[config.mk]
export PLATFORM = sky130hd
export DESIGN_NAME = pcmm_mul
export DESIGN_NICKNAME = d
export VERILOG_FILES = /design/src/hw/rtl/pcmm_pkg.sv /design/src/hw/rtl/pcmm_mul.sv
export SDC_FILE = /design/constraint.sdc
export NUM_CORES = 2
export LEC_CHECK = 0
export BUFFER_PORTS_ARGS = -buffer_cell sky130_fd_sc_hd__buf_2
export CELL_PAD_IN_SITES_DETAIL_PLACEMENT = 0
export CELL_PAD_IN_SITES_GLOBAL_PLACEMENT = 1
export CORE_ASPECT_RATIO = 1.1
export CORE_MARGIN = 5
export CORE_UTILIZATION = 52
export DETAILED_ROUTE_END_ITERATION = 7
export GPL_ROUTABILITY_DRIVEN = 0
export PLACE_DENSITY = 0.85
export SYNTH_ARGS = -nofsm -noshare
export SYNTH_HDL_FRONTEND = slang
export SYNTH_SLANG_ARGS = --single-unit
[constraint.sdc]
create_clock -name clk -period 10.7 [get_ports clk]
set_clock_uncertainty 0.05 [all_clocks]
set_input_delay 1.605 -clock clk [delete_from_list [all_inputs] [get_ports clk]]
set_output_delay 1.605 -clock clk [all_outputs]
set_load 0.02 [all_outputs]
[src/hw/rtl/pcmm_pkg.sv]
// ----------------------------------------------------------------------------
// pcmm_pkg
// Shared types, constants and Q16.16 helper functions for the multi-mode PID.
// ----------------------------------------------------------------------------
package pcmm_pkg;

  localparam logic [31:0] DT_GUARD_INIT = 32'd66;
  localparam logic [16:0] Q_ONE         = 17'd65536;
  // Reciprocal of ten scaled by 2^25 and rounded up; exact for dividends below 2^22.
  localparam logic [21:0] GUARD_RECIP   = 22'd3355444;

  localparam logic signed [31:0] S32_MAX = 32'sh7fffffff;
  localparam logic signed [31:0] S32_MIN = 32'sh80000000;

  // Register indexes of the configuration port.
  localparam logic [2:0] REG_MODE   = 3'd0;
  localparam logic [2:0] REG_GAIN_P = 3'd1;
  localparam logic [2:0] REG_GAIN_I = 3'd2;
  localparam logic [2:0] REG_GAIN_D = 3'd3;
  localparam logic [2:0] REG_FRATE  = 3'd4;
  localparam logic [2:0] REG_ILIM   = 3'd5;
  localparam logic [2:0] REG_DB_STA = 3'd6;
  localparam logic [2:0] REG_DB_END = 3'd7;

  // Operating modes held in the low two bits of mode_select.
  localparam logic [1:0] MODE_POS = 2'd0;
  localparam logic [1:0] MODE_INC = 2'd1;

  typedef struct packed {
    logic               start;
    logic signed [32:0] a;
    logic signed [32:0] b;
  } mul_req_t;

  typedef struct packed {
    logic        start;
    logic [63:0] dividend;
    logic [31:0] divisor;
  } div_req_t;

  function automatic logic signed [31:0] sat32(input logic signed [67:0] x);
    if (x > 68'sd2147483647) return S32_MAX;
    else if (x < -68'sd2147483648) return S32_MIN;
    else return x[31:0];
  endfunction

  // Product divided by 65536, truncated toward zero.
  function automatic logic signed [49:0] qtrunc(input logic signed [65:0] p);
    logic signed [65:0] adj;
    adj = p + (p[65] ? 66'sd65535 : 66'sd0);
    return adj[65:16];
  endfunction

  function automatic logic signed [31:0] mulq(input logic signed [65:0] p);
    return sat32(68'(qtrunc(p)));
  endfunction

  // Signed saturation of a sign and magnitude pair.
  function automatic logic signed [31:0] sat_mag(input logic neg, input logic [63:0] mag);
    if (!neg) return (mag > 64'd2147483647) ? S32_MAX : signed'(mag[31:0]);
    else return (mag > 64'd2147483648) ? S32_MIN : signed'(32'd0 - mag[31:0]);
  endfunction

  function automatic logic signed [31:0] clamp_abs(input logic signed [31:0] x,
                                                   input logic [30:0] lim);
    logic signed [31:0] l;
    l = signed'({1'b0, lim});
    if (x > l) return l;
    else if (x < -l) return -l;
    else return x;
  endfunction

  function automatic logic signed [31:0] neg_sat(input logic signed [31:0] x);
    return (x == S32_MIN) ? S32_MAX : -x;
  endfunction

endpackage

[src/hw/rtl/pcmm_mul.sv]
// ----------------------------------------------------------------------------
// pcmm_mul
// Shared signed 33 by 33 multiplier with a registered product.
// ----------------------------------------------------------------------------
module pcmm_mul
  import pcmm_pkg::*;
(
  input  logic               clk,
  input  mul_req_t           req,
  output logic signed [65:0] prod
);

  logic signed [65:0] prod_r;

  always_ff @(posedge clk) begin
    if (req.start) begin
      prod_r <= req.a * req.b;
    end
  end

  assign prod = prod_r;

endmodule

==> flow_metrics.py <==
metrics = {
    "status": {
        "status": "complete, no violations",
    },
    "logic_synthesis": {
        "netlist_area_um2": 41400,
        "synth_flop_cell": "edfxtp_1",
        "yosysTopAreaCellShare_pct": 55.4,
        "syn_nets": 5768,
        "async_reset_ff_share_pct": 0,
        "ys_warn_count": 0,
        "synth-seq-cells": 66,
        "syn_inst": 4338,
        "synth_edf_count": 66,
        "syn_area_per_cell_um2": 9.54,
        "synth_area_leaders": "fa_1 55%, inv_1 10%, and2_1 8.5%, ha_1 6.6%, nand2_1 5.0%",
        "synthDistinctLibCells": 80,
        "synth_largest_area_cell": "fa_1",
        "synth_seq_area_share_pct": 4.79,
    },
    "routing": {
        "ant_nets": 0,
        "drt-pass1-iter-count": 6,
        "first_iter_violations": 1629,
        "via_per_inst": 5.37,
        "num_vias": 28700,
        "wl_met3_mm": 5.63,
        "route.detailed.drc": 0,
        "highest_layer": "met5",
        "drt-total-wl_mm": 110,
        "wire_per_inst_um": 20.5,
        "met2_length_mm": 57.8,
        "drt-met1-wl_mm": 38.8,
    },
    "place": {
        "dpl.hpwl_mm": 91.3,
        "numPortBuffers": 133,
    },
    "critical_path": {
        "critPathArrivalTime_ns": 9.58,
        "crit_path_top_delay_cell": "fa_1",
        "crit_path_frequent_cell": "fa_1",
        "max_stage_delay_ns": 1.19,
        "crit_buf_inv": 4,
        "crit_path_start_kind": "primary input",
        "worst-path-stages": 22,
        "crit_chain": "buf_2, nand2_1, fa_1, fa_1, fa_1, inv_1, fa_1, fa_1, fa_1, fa_1, inv_1, fa_1, inv_1, ha_1, and3_1, nand3_1, nand2b_1, a2111oi_4, a211oi_4, a21o_2, a211oi_2, a211oi_2",
        "worstPathRequired_ns": 10.74,
        "crit_type": "primary input to flop",
        "cp_max_fo": 33,
        "endpoint_kind": "flop",
        "cp_top_family": "adder cells",
    },
    "sta": {
        "worst_pin_slew_ns": 1.15,
        "hold_viol_final": 0,
        "rsz0062_at_grt": "no",
        "slew_headroom_pct": 23.1,
        "fin_setup_tns_ns": 0,
        "max_freq_ghz": 0.105,
        "layout_min_cycle_time_ns": 9.54,
        "finalCritPeriodShare_pct": 89.2,
        "setup_violations": 0,
        "final-max-slew-violation-count": 0,
    },
    "clock_network": {
        "cts_tree": "done",
        "postCtsSetupBuffers": 0,
        "path_clk_slew_ns": 0.06,
        "cts-root-buf": "clkbuf_16",
        "cts_buffers": 9,
        "ctsHoldBuffers": 0,
        "cts_resized": 0,
        "cts_buffer_depth": 2,
        "htreeDepth": 3,
        "cts.sinks": 66,
    },
    "hold_path": {
        "hold_class": "primary input to flop",
        "hold_depth": 2,
    },
    "job": {
        "drv_cap": 0,
    },
    "global_route": {
        "grt-ovfl-total": 0,
        "grt_first_pass_wirelength_mm": 176,
        "grt_start_max_net_pins": 67,
        "grt_usage_pct": 26.4,
        "antenna_found_initial": 9,
        "grt_pass1_vias": 32200,
    },
    "cells_and_area": {
        "area_growth_pct": 4.06,
        "largest_reg_flops": 66,
        "drive_gt1_share_pct": 4.98,
        "fin_nets": 5720,
        "n_fill_cell": 7172,
        "final_util_pct": 54.6,
    },
    "floorplanning": {
        "die-area_um2": 85400,
        "core_area_um2": 78900,
        "io_pins": 134,
        "die_h_um": 306,
        "fp-row-count": 108,
        "die_w_um": 279,
        "initial_core_util_pct": 52.5,
    },
}
[cells by family (layout without fill, tap and decap cells)]
| kind of cell | count (synthesis) | in the layout | share of synthesized area (%) |
|---|---|---|---|
| other | 0 | 6 | 0 |
| xor gates and xnor gates | 68 | 68 | 1.44 |
| adders and majority gates | 1362 | 1362 | 61.9 |
| AOI/OAI and AO/OA | 219 | 219 | 4.00 |
| DFF | 66 | 66 | 4.79 |
| and+or+nand+nor | 1271 | 1271 | 15.5 |
| buffers and inverters | 1352 | 1309 | 12.3 |
[through the flow]
stage	worst slack (ns)	hold WS (ns)	cells	area (µm²)
3_3_place_gp	1.02	2.00	5324	42700
6_report	1.16	1.93	5346	43100
5_1_grt	0.901	1.99	5344	43100
3_5_place_dp	0.874	2.00	5324	42700
2_1_floorplan	1.68	1.67	4338	41400
4_1_cts	1.25	1.96	5340	43100
[final cells by class]
class / count / area (µm²) / share of cell area, %
Clock inverter: 7 / 98.8 / 0.229
Tap cell: 1045 / 1310 / 3.04
Clock buffer: 9 / 225 / 0.523
Inverter: 1131 / 4250 / 9.86
Antenna cell: 6 / 15.0 / 0.0349
Multi-Input combinational cell: 2920 / 34300 / 79.7
Timing Repair Buffer: 162 / 883 / 2.05
Sequential cell: 66 / 1980 / 4.60
[layout by cell type, fill, tap and decap left out, drive strengths merged, types with 6 or more instances in the layout]
master and n:
inv 1134, o31ai 7, o21ai 33, ha 217, nand2b 12, fa 1145
clkbuf 9, and3 6, o21bai 11, nand4 12, diode 6, edfxtp 66
and2 563, o21a 6, a21o 38, xnor2 43, a31oi 9, nand3 26
nor2 68, buf 162, a211oi 11, nand2 551, nor3 7, a211o 6
a21oi 61, xor2 25
[final timing paths]
check | from | endpoint | slack (ns)
min | req[66] | prod[64] | 1.93
max | req[9] | prod[62] | 1.16
[synth_stat cells, types with 3 or more instances]
cell      number
o211ai_1       4
nor2b_1        5
o31ai_4        3
a21oi_2        3
nand3_1       25
o21ai_0       25
o21bai_1      11
inv_1       1131
or3_1          3
o21ai_1        6
ha_1         217
nand2_1      551
a211oi_2       3
nor3_1         7
o21a_1         6
and3_1         5
buf_2         11
a211oi_1       7
edfxtp_1      66
a21o_1        36
xor2_1        25
a211o_1        6
nor2_1        68
and4_1         5
xnor2_1       43
a31oi_1        8
nand4_1       11
or2_2          3
nand2b_1      12
and2_1       562
fa_1        1145
clkbuf_1     208
a21oi_1       57
[layer usage]
| metal | up-vias | GRT usage, % |
|---|---|---|
| met3 | 313 | 3.41 |
| li1 | 12300 | - |
| met4 | 4 | 14.4 |
| met2 | 967 | 47.3 |
| met5 | - | 0 |
| met1 | 15100 | 30.9 |
Power is left out: the tool's default activity adds up to more than one toggle a clock period on the data nets, which glitch-free logic cannot reach.
