`config.mk`:
```
export PLATFORM = sky130hd
export DESIGN_NAME = pcmm_div
export DESIGN_NICKNAME = d
export VERILOG_FILES = /design/src/hw/rtl/pcmm_pkg.sv /design/src/hw/rtl/pcmm_div.sv
export SDC_FILE = /design/constraint.sdc
export NUM_CORES = 1
export LEC_CHECK = 0
export ABC_CLOCK_PERIOD_IN_PS = 3800
export BUFFER_PORTS_ARGS = -buffer_cell sky130_fd_sc_hd__buf_2
export CORE_MARGIN = 5
export CORE_UTILIZATION = 55
export CTS_CLUSTER_DIAMETER = 120
export CTS_CLUSTER_SIZE = 24
export DETAILED_ROUTE_END_ITERATION = 10
export GPL_TIMING_DRIVEN = 0
export PLACE_DENSITY = 0.79
export SYNTH_ARGS = -nofsm -noshare
export SYNTH_HDL_FRONTEND = slang
export SYNTH_SLANG_ARGS = --single-unit
```
`constraint.sdc`:
```
create_clock -name clk -period 3.8 [get_ports clk]
set_input_delay 0.19 -clock clk [delete_from_list [all_inputs] [get_ports clk]]
set_output_delay 0.19 -clock clk [all_outputs]
set_load 0.1 [all_outputs]
```
`src/hw/rtl/pcmm_pkg.sv`:
```
// ----------------------------------------------------------------------------
// pcmm_pkg
// Shared types, constants and Q16.16 helper functions for the multi-mode PID.
// ----------------------------------------------------------------------------
package pcmm_pkg;

  localparam logic [31:0] DT_GUARD_INIT = 32'd66;
  localparam logic [16:0] Q_ONE         = 17'd65536;
  // Reciprocal of ten scaled by 2^25 and rounded up; exact for dividends below 2^22.
  localparam logic [21:0] GUARD_RECIP   = 22'd3355444;

  localparam logic signed [31:0] S32_MAX = 32'sh7fffffff;
  localparam logic signed [31:0] S32_MIN = 32'sh80000000;

  // Register indexes of the configuration port.
  localparam logic [2:0] REG_MODE   = 3'd0;
  localparam logic [2:0] REG_GAIN_P = 3'd1;
  localparam logic [2:0] REG_GAIN_I = 3'd2;
  localparam logic [2:0] REG_GAIN_D = 3'd3;
  localparam logic [2:0] REG_FRATE  = 3'd4;
  localparam logic [2:0] REG_ILIM   = 3'd5;
  localparam logic [2:0] REG_DB_STA = 3'd6;
  localparam logic [2:0] REG_DB_END = 3'd7;

  // Operating modes held in the low two bits of mode_select.
  localparam logic [1:0] MODE_POS = 2'd0;
  localparam logic [1:0] MODE_INC = 2'd1;

  typedef struct packed {
    logic               start;
    logic signed [32:0] a;
    logic signed [32:0] b;
  } mul_req_t;

  typedef struct packed {
    logic        start;
    logic [63:0] dividend;
    logic [31:0] divisor;
  } div_req_t;

  function automatic logic signed [31:0] sat32(input logic signed [67:0] x);
    if (x > 68'sd2147483647) return S32_MAX;
    else if (x < -68'sd2147483648) return S32_MIN;
    else return x[31:0];
  endfunction

  // Product divided by 65536, truncated toward zero.
  function automatic logic signed [49:0] qtrunc(input logic signed [65:0] p);
    logic signed [65:0] adj;
    adj = p + (p[65] ? 66'sd65535 : 66'sd0);
    return adj[65:16];
  endfunction

  function automatic logic signed [31:0] mulq(input logic signed [65:0] p);
    return sat32(68'(qtrunc(p)));
  endfunction

  // Signed saturation of a sign and magnitude pair.
  function automatic logic signed [31:0] sat_mag(input logic neg, input logic [63:0] mag);
    if (!neg) return (mag > 64'd2147483647) ? S32_MAX : signed'(mag[31:0]);
    else return (mag > 64'd2147483648) ? S32_MIN : signed'(32'd0 - mag[31:0]);
  endfunction

  function automatic logic signed [31:0] clamp_abs(input logic signed [31:0] x,
                                                   input logic [30:0] lim);
    logic signed [31:0] l;
    l = signed'({1'b0, lim});
    if (x > l) return l;
    else if (x < -l) return -l;
    else return x;
  endfunction

  function automatic logic signed [31:0] neg_sat(input logic signed [31:0] x);
    return (x == S32_MIN) ? S32_MAX : -x;
  endfunction

endpackage

```
`src/hw/rtl/pcmm_div.sv`:
```
// ----------------------------------------------------------------------------
// pcmm_div
// Unsigned restoring divider, 64 by 32 bits, one quotient bit per cycle.
// ----------------------------------------------------------------------------
module pcmm_div
  import pcmm_pkg::*;
(
  input  logic        clk,
  input  logic        rst_n,
  input  div_req_t    req,
  output logic        done,
  output logic [63:0] quotient
);

  logic        busy_r;
  logic        done_r;
  logic [5:0]  cnt_r;
  logic [31:0] rem_r;
  logic [63:0] quo_r;
  logic [31:0] dvs_r;
  logic [32:0] sh;
  logic        fit;

  assign sh  = {rem_r, quo_r[63]};
  assign fit = sh >= {1'b0, dvs_r};

  always_ff @(posedge clk) begin
    if (!rst_n) begin
      busy_r <= 1'b0;
      done_r <= 1'b0;
      cnt_r  <= '0;
    end else begin
      done_r <= 1'b0;
      if (req.start) begin
        busy_r <= 1'b1;
        cnt_r  <= '0;
        rem_r  <= '0;
        quo_r  <= req.dividend;
        dvs_r  <= req.divisor;
      end else if (busy_r) begin
        rem_r <= fit ? 32'(sh - {1'b0, dvs_r}) : sh[31:0];
        quo_r <= {quo_r[62:0], fit};
        cnt_r <= cnt_r + 6'd1;
        if (cnt_r == 6'd63) begin
          busy_r <= 1'b0;
          done_r <= 1'b1;
        end
      end
    end
  end

  assign done     = done_r;
  assign quotient = quo_r;

endmodule

```
==> metrics.csv, run 1 <==
stage;metric;value;unit
status;status;finished, final reports clean;
timing;max_freq;0.294;GHz
floorplan;core;13300;sq um
power_and_ir_drop;total_power;4.58;mW
power_and_ir_drop;pwr-share-comb;28.1;%
synthesis;synth_cell_type_count;67;
synthesis;ys_warn_count;0;
cts;clock_sinks;136;
final_layout;design_area;9470;sq um
worst_setup_path;reg2reg_to;rem_r[28];
floorplan;die_w;127;um
cts;ctsHoldBuffers;32;
drt;wl;20100;um
cts;htree_num_levels;4;
min_path;hold_depth;2;
cts;cts.root.buffer_cell;clkbuf_16;
synthesis;yosys_register_bits;136;
synthesis;syn_inst;645;
power_and_ir_drop;p_sw_share;33.7;%
worst_setup_path;rr_worst_depth;10;
floorplan;dieArea;16200;sq um
floorplan;ios;164;
cts;clk_path_buf_depth;2;
worst_setup_path;cpMaxStageDelayCell;a211oi_1;
worst_setup_path;worstReg2RegStart;rem_r[11];
placement;dp_hpwl;14400;um
placement;port-buffer-count;162;
synthesis;netlist_area;7560;sq um
min_path;min_from;req[68];
synthesis;yosys.area.top_type;edfxtp_1;
global_routing;grt_max_degree;62;
timing;rsz0062_at_grt;false;
worst_setup_path;worstPathRequired;4.07;ns
timing;setup_violations;0;
power_and_ir_drop;p_int;3.04;mW
synthesis;syn-num-nets;778;
timing;skew;0.0131;ns
worst_setup_path;cp-start-kind;flop;
drt;initialDrtViolationCount;437;
worst_setup_path;r2r_slack;0.39;ns
min_path;worstHoldPathType;in -> reg;
global_routing;grt_pass1_wl;32900;um
cts;insertion_delay;0.43;ns
final_layout;areaGrowthSynthToFinish;25.2;%
synthesis;post-synth-top-count-cell;edfxtp_1;
global_routing;antenna_found_initial;2;
placement;dpl-instance-area;8630;sq um
timing;slew_violations;0;
drt;vias_per_cell;5.83;
worst_setup_path;path_cells;ha_1, clkbuf_2, a21oi_1, a21boi_0, o311ai_1, o211ai_1, a211oi_1, mux2i_1, o211ai_1, a21oi_1;
synthesis;async_flop_share;0;%
floorplan;die_y;127;um
cts;cts_resized;0;
timing;tightest_slew;0.821;ns
final_layout;num-fill-cells;993;
power_and_ir_drop;pwr_density_cell;484;nW/um^2
cts;cts_setup_buffers;0;
synthesis;seq_area_frac_synth;52.9;%
synthesis;synth_area_leaders;edfxtp_1 51%, mux2_2 9.5%, ha_1 5.5%;
floorplan;start_util;56.7;%
synthesis;synth.avg_cell_area;11.7;sq um
cts;cts_inserted_buffers;17;
power_and_ir_drop;ir_drop;0.420;mV
power_and_ir_drop;p_clk_share;31.8;%
worst_setup_path;max_stage_delay;0.59;ns
final_layout;drive_above_1_share;31.9;%
synthesis;synth_edf_count;128;
cts;clk_pin_slew;0.06;ns
worst_setup_path;crit_arrival;3.67;ns
worst_setup_path;critical-path-top-delay-family;compound AO/OA/AOI/OAI gates;
global_routing;grt_overflow;0;
floorplan;rows;42;
power_and_ir_drop;netSwitchingPower;1.54;mW
synthesis;synth_common_cells;128 x edfxtp_1, 64 x mux2_2, 54 x a21oi_1;
global_routing;grt_pass1_vias;6572;
worst_setup_path;path_class;reg -> reg;
global_routing;track_usage;25.4;%
worst_setup_path;worstSetupEndpointType;flop;
synthesis;synth_ff_type;edfxtp_1;
final_layout;nets;992;
worst_setup_path;critPathBufInv;1;
worst_setup_path;path_max_fanout;6;
drt;drtAntennaViolNets;0;
timing;max_slew_margin;45.2;%
timing;finalCriticalPeriod;3.41;ns
drt;routedWlPerCell;19.1;um
run;maxCapViolCount;0;
cts;cts_tree;yes;
drt;drc;0;
min_path;holdPathEnd;quotient[36];
drt;drt-pass1-iter-count;5;
synthesis;yosys.area.top_type_share;50.8;%
placement;place_congestion;0.929;
drt;vias;6117;
timing;min_period_over_period;89.6;%
timing;finalHoldViolations;0;
power_and_ir_drop;p_seq_share;40.1;%
power_and_ir_drop;leakagePower;3.79;nW
## power by group through the flow
stage	clock (mW)	combinational, mW	sequential [mW]
after floorplan	0	0.658	2.17
after global placement	0	1.21	1.87
after detailed placement	0	1.24	1.87
after CTS	1.47	1.28	1.84
after global routing	1.55	1.39	1.85
final	1.46	1.29	1.84
## per-stage QoR
stage	TNS (ns)	worst slack (ns)	cells	util (%)	hold slack [ns]
floorplan	0	0.299	645	-	0.289
global placement	-83.88	-0.898	983	64.4	0.367
detailed placement	0	0.562	984	64.7	0.369
CTS	0	0.483	1048	70.9	0.0493
global route	0	0.220	1050	70.9	0.0550
finish	0	0.394	1050	70.9	0.0664
## cells by family (layout without fill, tap and decap cells)
logic type               count (synthesis)  after routing  share of synthesized area, %
AO/OA/AOI/OAI                          166            166                          14.4
XOR/XNOR                                26             26                          3.01
adder cells (fa/ha/maj)                 34             34                          5.72
buffers and inverters                   73            300                          4.07
flip-flops                             136            136                          52.9
multiplexers                            66             66                          9.79
other                                    0              2                             0
AND/OR/NAND/NOR                        144            144                          10.0
## per-layer routing
metal  track usage (%)  vias up  wire (um)
met2              42.5      255       9910
li1                  -     2894          -
met3              8.56       44       1650
met1              30.5     2924       8000
met4              9.59        0        501
met5                 0        -          0
## how the worst max path moves through the flow
stage | startpoint | to | slack (ns) | cells after the start
global route | quotient[63] | rem_r[16] | 0.22 | 11
floorplan | quotient[63] | rem_r[16] | 0.30 | 11
finish | rem_r[11] | rem_r[28] | 0.39 | 10
detailed placement | quotient[63] | rem_r[16] | 0.56 | 11
CTS | rem_r[11] | rem_r[28] | 0.48 | 10
global placement | req[96] | busy_r | -0.90 | 4
## cell type report
class,count,area (sq um),area share [%]
diodes,2,5.00,0.0529
plain buffers,32,154,1.63
clock buffers,19,433,4.57
clock inverters,13,81.3,0.859
inverters,41,154,1.63
multi-input cells,436,3260,34.4
flip-flops and latches,136,4000,42.3
well taps,176,220,2.33
repair buffers,195,1160,12.2
## sequential cells by signal, indices dropped and copies added, names as in the netlist
register,flops
dvs_r,32
done,1
quotient,64
cnt_r,6
rem_r,32
busy_r,1
## placed cells by master, fill, tap and decap left out, types with 4 or more instances in the layout
master	n
clkinv_2	4
nand3_1	31
clkbuf_16	17
inv_1	40
buf_2	164
o2bb2ai_1	4
a21o_1	11
a21oi_1	54
a211oi_1	11
dlygate4sd3_1	32
a211o_1	5
or3_1	6
clkbuf_1	27
edfxtp_1	128
nand4_1	10
xnor2_1	16
nand2b_1	8
nor2_1	28
o211ai_1	7
buf_6	4
mux2_2	64
nand2_1	20
dfxtp_1	8
o21ai_0	35
o21a_1	4
nor3_1	16
xor2_1	10
a31oi_1	5
ha_1	33
Power figures use the tool's default switching activity.
==> run 2: changes to the inputs <==
==> constraint.sdc (replaced) <==
create_clock -name clk -period 3.8 [get_ports clk]
set_input_delay 0.38 -clock clk [delete_from_list [all_inputs] [get_ports clk]]
set_output_delay 0.38 -clock clk [all_outputs]
set_load 0.1 [all_outputs]
==> run 2 against run 1 <==
Worst hold slack better by 0.059 ns. Maximum frequency is 0.83% higher. Sequential power is essentially flat. Register-to-register slack better by 0.03 ns. Non-clock buffer count shrank 32. Critical path type unchanged. Critical endpoint unchanged. Largest power group unchanged.
==> metrics.csv, run 2 (same netlist as run 1, synthesis figures left out) <==
stage;metric;value;unit;change
global_routing;track_usage;24.9;%;was 25.4%
drt;initialDrtViolationCount;469;;was 437
worst_setup_path;path_max_fanout;6;;unchanged
status;status;finished, final reports clean;;unchanged
cts;insertion_delay;0.43;ns;about the same
cts;cts_inserted_buffers;17;;unchanged
drt;drt-pass1-iter-count;5;;unchanged
floorplan;dieArea;16200;sq um;unchanged
power_and_ir_drop;p_int;3.02;mW;was 3.04 mW
final_layout;final_cell_mix;164 x buf_2, 128 x edfxtp_1, 64 x mux2_2, 54 x a21oi_1, 40 x inv_1;;unchanged
worst_setup_path;cpMaxStageDelayCell;a211oi_1;;unchanged
global_routing;grt_pass1_wl;32100;um;was 32900 um
final_layout;final_common_cell;buf_2;;unchanged
cts;clock_sinks;136;;unchanged
power_and_ir_drop;ir_drop;0.411;mV;was 0.420 mV
global_routing;antenna_found_initial;2;;unchanged
timing;tightest_slew;0.822;ns;was 0.821 ns
floorplan;start_util;56.7;%;unchanged
worst_setup_path;cp-start-kind;flop;;unchanged
final_layout;nets;960;;was 992
drt;vias;5945;;was 6117
floorplan;ios;164;;unchanged
cts;cts_resized;0;;unchanged
cts;clk_pin_slew;0.06;ns;about the same
final_layout;seqCellArea;4000;sq um;unchanged
run;maxCapViolCount;0;;unchanged
min_path;worstHoldPathType;in -> reg;;unchanged
timing;max_freq;0.296;GHz;was 0.294 GHz
final_layout;drive_above_1_share;33.1;%;was 31.9%
placement;place_congestion;0.929;;unchanged
cts;cts.root.buffer_cell;clkbuf_16;;unchanged
timing;max_slew_margin;45.2;%;about the same
power_and_ir_drop;netSwitchingPower;1.53;mW;was 1.54 mW
final_layout;multi_input_area;3260;sq um;unchanged
worst_setup_path;crit_arrival;3.65;ns;was 3.67 ns
timing;finalHoldViolations;0;;unchanged
timing;finalCriticalPeriod;3.38;ns;was 3.41 ns
worst_setup_path;max_stage_delay;0.58;ns;was 0.59 ns
timing;slew_violations;0;;unchanged
power_and_ir_drop;pwr_density_cell;497;nW/um^2;was 484 nW/um^2
cts;htree_num_levels;4;;unchanged
global_routing;grt_pass1_vias;6359;;was 6572
drt;wl;19600;um;was 20100 um
drt;drtAntennaViolNets;0;;unchanged
timing;setup-tns-final;0;ns;unchanged
final_layout;areaGrowthSynthToFinish;21.0;%;was 25.2%
power_and_ir_drop;p_sw_share;33.6;%;was 33.7%
floorplan;die_y;127;um;unchanged
final_layout;design_area;9150;sq um;was 9470 sq um
final_layout;largest_reg_flops;64;;unchanged
power_and_ir_drop;p_clk_share;31.9;%;was 31.8%
placement;dpl-instance-area;8630;sq um;unchanged
global_routing;grt_overflow;0;;unchanged
cts;ctsHoldBuffers;0;;was 32
global_routing;grt_max_degree;62;;unchanged
floorplan;core;13300;sq um;unchanged
final_layout;num-fill-cells;1028;;was 993
power_and_ir_drop;p_seq_share;40.4;%;was 40.1%
timing;min_period_over_period;88.9;%;was 89.6%
cts;cts_tree;yes;;unchanged
drt;drc;0;;unchanged
cts;cts_setup_buffers;0;;unchanged
power_and_ir_drop;pwr-share-comb;27.7;%;was 28.1%
placement;port-buffer-count;162;;unchanged
cts;clk_path_buf_depth;2;;unchanged
placement;dp_hpwl;14400;um;unchanged
timing;setup_violations;0;;unchanged
floorplan;die_w;127;um;unchanged
worst_setup_path;worstSetupEndpointType;flop;;unchanged
floorplan;rows;42;;unchanged
timing;skew;0.0152;ns;was 0.0131 ns
worst_setup_path;worstPathRequired;4.07;ns;about the same
timing;rsz0062_at_grt;false;;unchanged
worst_setup_path;path_class;reg -> reg;;unchanged
worst_setup_path;path_cells;ha_1, clkbuf_2, a21oi_1, a21boi_0, o311ai_1, o211ai_1, a211oi_1, mux2i_1, o211ai_1, a21oi_1;;unchanged
drt;routedWlPerCell;19.3;um;was 19.1 um
power_and_ir_drop;leakagePower;3.66;nW;was 3.79 nW
drt;vias_per_cell;5.84;;was 5.83
-- run 2: area by class of cell --
class,instances,area share (%)
antenna,2,0.0547
timing repair buffer,163,9.16
multi-input combinational,436,35.6
inverter,41,1.68
clock inverter,13,0.889
buffer,32,1.68
tap,176,2.41
sequential,136,43.8
clock buffer,19,4.73
-- run 2: worst paths after layout --
check | slack, ns | cells past startpoint | startpoint | end
worst max-delay path | 0.42 | 10 | rem_r[11] | rem_r[28]
worst min-delay path | 0.12 | 1 | req[13] | dvs_r[13]
worst max register to register | 0.42 | 10 | rem_r[11] | rem_r[28]
worst min register to register | 0.51 | 2 | cnt_r[5] | done
-- run 2: routing by layer --
metal  part of all wire [%]  vias up  GRT usage (%)
met5                      0        -              0
met3                    8.7       38           9.18
met2                     50      238           41.4
li1                       -     2831              -
met4                    2.3        0           9.15
met1                     39     2838           29.6
-- run 2: critical path, delay by kind of cell, from the launching register on --
kind,cells,cell delay [ns]
AO/OA/AOI/OAI,7,2.12
flip-flops,1,0.40
adder cells (fa/ha/maj),1,0.30
buffers and inverters,1,0.15
multiplexers,1,0.26
-- run 2: power groups by stage --
stage	registers (mW)	clock network, mW	logic, mW
detailed placement	1.87	0	1.24
finish	1.84	1.45	1.26
global placement	1.87	0	1.21
floorplan	2.17	0	0.658
CTS	1.84	1.47	1.25
global route	1.85	1.55	1.36
-- run 2: stage by stage --
| step | hold WS, ns | setup slack, ns | total power [mW] | instances | util [%] |
|---|---|---|---|---|---|
| final | 0.125 | 0.422 | 4.55 | 1018 | 68.5 |
| after global routing | 0.112 | 0.220 | 4.76 | 1018 | 68.5 |
| after CTS | 0.113 | 0.483 | 4.56 | 1016 | 68.5 |
| after detailed placement | 0.481 | 0.562 | 3.11 | 984 | 64.7 |
| after global placement | 0.468 | -1.09 | 3.08 | 983 | 64.4 |
| after floorplan | 0.446 | 0.146 | 2.83 | 645 | - |
==> run 3: changes to the inputs <==
==> constraint.sdc (replaced) <==
create_clock -name clk -period 3.8 [get_ports clk]
set_input_delay 0.76 -clock clk [delete_from_list [all_inputs] [get_ports clk]]
set_output_delay 0.76 -clock clk [all_outputs]
set_load 0.1 [all_outputs]
==> run 3 against run 2 <==
Cell area increased by 0.51%. Maximum frequency increased by 1.2%. Critical path depth increased by 1. Power increased by 3.2%. Clock power increased by 10%. Via count increased by 0.84%. Largest power group unchanged.
==> metrics.csv, run 3 (same netlist as run 1, synthesis figures left out) <==
stage;metric;value;unit;change
drt;vias;5995;;was 5945
timing;max_slew_margin;46.0;%;was 45.2%
power_and_ir_drop;pwr_density_cell;511;nW/um^2;was 497 nW/um^2
floorplan;die_y;127;um;unchanged
worst_setup_path;path_class;reg -> reg;;unchanged
worst_setup_path;cp-start-kind;flop;;unchanged
timing;skew;0.00993;ns;was 0.0152 ns
min_path;worstHoldPathType;in -> reg;;unchanged
cts;cts_resized;0;;unchanged
timing;min_period_over_period;87.8;%;was 88.9%
worst_setup_path;worstPathRequired;4.07;ns;about the same
cts;cts.root.buffer_cell;clkbuf_16;;unchanged
floorplan;die_w;127;um;unchanged
final_layout;final_common_cell;buf_2;;unchanged
final_layout;largest_reg_flops;64;;unchanged
final_layout;nets;960;;unchanged
placement;place_congestion;0.923;;was 0.929
final_layout;fin_util;68.9;%;was 68.5%
power_and_ir_drop;leakagePower;3.67;nW;was 3.66 nW
drt;routedWlPerCell;19.6;um;was 19.3 um
drt;initialDrtViolationCount;428;;was 469
placement;dp_slack;0.570;ns;was 0.562 ns
placement;dp_hpwl;14400;um;about the same
power_and_ir_drop;total_power;4.70;mW;was 4.55 mW
final_layout;areaGrowthSynthToFinish;21.6;%;was 21.0%
global_routing;grt_max_degree;68;;was 62
final_layout;multi_input_area;3260;sq um;unchanged
cts;clk_pin_slew;0.07;ns;was 0.06 ns
cts;clock_sinks;136;;unchanged
final_layout;drive_above_1_share;33.2;%;was 33.1%
drt;vias_per_cell;5.90;;was 5.84
final_layout;design_area;9200;sq um;was 9150 sq um
final_layout;final_cell_mix;164 x buf_2, 128 x edfxtp_1, 64 x mux2_2, 54 x a21oi_1, 40 x inv_1;;unchanged
final_layout;seqCellArea;4000;sq um;unchanged
cts;clk_path_buf_depth;2;;unchanged
worst_setup_path;path_max_fanout;5;;was 6
floorplan;dieArea;16200;sq um;unchanged
cts;htree_num_levels;4;;unchanged
floorplan;core;13300;sq um;unchanged
placement;dpl-instance-area;8630;sq um;unchanged
worst_setup_path;crit_arrival;3.60;ns;was 3.65 ns
drt;drc;0;;unchanged
floorplan;rows;42;;unchanged
timing;rsz0062_at_grt;false;;unchanged
global_routing;grt_overflow;0;;unchanged
timing;setup_slack;0.463;ns;was 0.422 ns
global_routing;grt_pass1_wl;32200;um;was 32100 um
floorplan;ios;164;;unchanged
drt;drtAntennaViolNets;0;;unchanged
final_layout;num-fill-cells;992;;was 1028
cts;cts_tree;yes;;unchanged
cts;ctsHoldBuffers;0;;unchanged
placement;port-buffer-count;162;;unchanged
timing;slew_violations;0;;unchanged
timing;finalCriticalPeriod;3.34;ns;was 3.38 ns
timing;max_freq;0.300;GHz;was 0.296 GHz
cts;insertion_delay;0.43;ns;about the same
power_and_ir_drop;ir_drop;0.405;mV;was 0.411 mV
placement;dp_cells;984;;unchanged
global_routing;track_usage;25.1;%;was 24.9%
timing;tightest_slew;0.810;ns;was 0.822 ns
cts;cts_inserted_buffers;17;;unchanged
final_layout;final_cells;1016;;was 1018
global_routing;antenna_found_initial;1;;was 2
run;maxCapViolCount;0;;unchanged
timing;finalHoldViolations;0;;unchanged
worst_setup_path;worstSetupEndpointType;flop;;unchanged
timing;setup_violations;0;;unchanged
drt;wl;19900;um;was 19600 um
cts;cts_setup_buffers;0;;unchanged
drt;drt-pass1-iter-count;5;;unchanged
status;status;finished, final reports clean;;unchanged
final_layout;antennaDiodeCount;0;;was 2
global_routing;grt_pass1_vias;6353;;was 6359
floorplan;start_util;56.7;%;unchanged
[run 3: changes by cell type in the layout (fill, tap and decap cells not counted)]
cell        before  now
clkinvlp_4       2    4
diode_2          2    0
clkbuf_1        27   29
clkinv_4         2    1
clkbuf_16       17   19
clkinv_1         3    0
clkbuf_8         0    1
clkinv_2         4    1
[run 3: report_power, final]
part           switching [mW]  total [mW]  internal (mW)
Sequential             0.0528        1.84           1.78
Combinational           0.849        1.26          0.408
Clock                   0.667        1.60          0.934
[run 3: through the flow]
step / setup TNS, ns / hold WS, ns
2_1_floorplan: 0 / 0.446
3_3_place_gp: -5.52 / 0.467
3_5_place_dp: 0 / 0.484
4_1_cts: 0 / 0.489
5_1_grt: 0 / 0.489
6_report: 0 / 0.498
[run 3: critical path: stages (launching register included)]
cell and delay, ns:
edfxtp_1 0.37, inv_1 0.05, ha_1 0.22, fa_1 0.42, nand2b_1 0.18, a211o_1 0.31, a21oi_1 0.43, a2111oi_0 0.27
or4b_1 0.58, nand4_1 0.11, o21ai_1 0.07, a21oi_1 0.17
[run 3: worst paths after layout]
kind	startpoint	end	depth (start not counted)	slack, ns
max	quotient[63]	rem_r[16]	11	0.46
max reg2reg	quotient[63]	rem_r[16]	11	0.46
min	req[30]	dvs_r[30]	1	0.50
min reg2reg	cnt_r[4]	cnt_r[4]	2	0.53
[run 3: area by class of cell]
type / count / area share [%]
flip-flops and latches: 136 / 43.5
plain buffers: 32 / 1.67
clock inverters: 8 / 0.667
well taps: 176 / 2.39
repair buffers: 163 / 9.12
multi-input cells: 436 / 35.4
clock buffers: 24 / 5.48
inverters: 41 / 1.67
[run 3: metal layers]
metal / part of all wire, % / global-route usage [%]
met3: 8.6 / 10.9
met5: 0.10 / 0
met2: 50 / 43.1
met1: 40 / 29.0
met4: 1.7 / 6.31
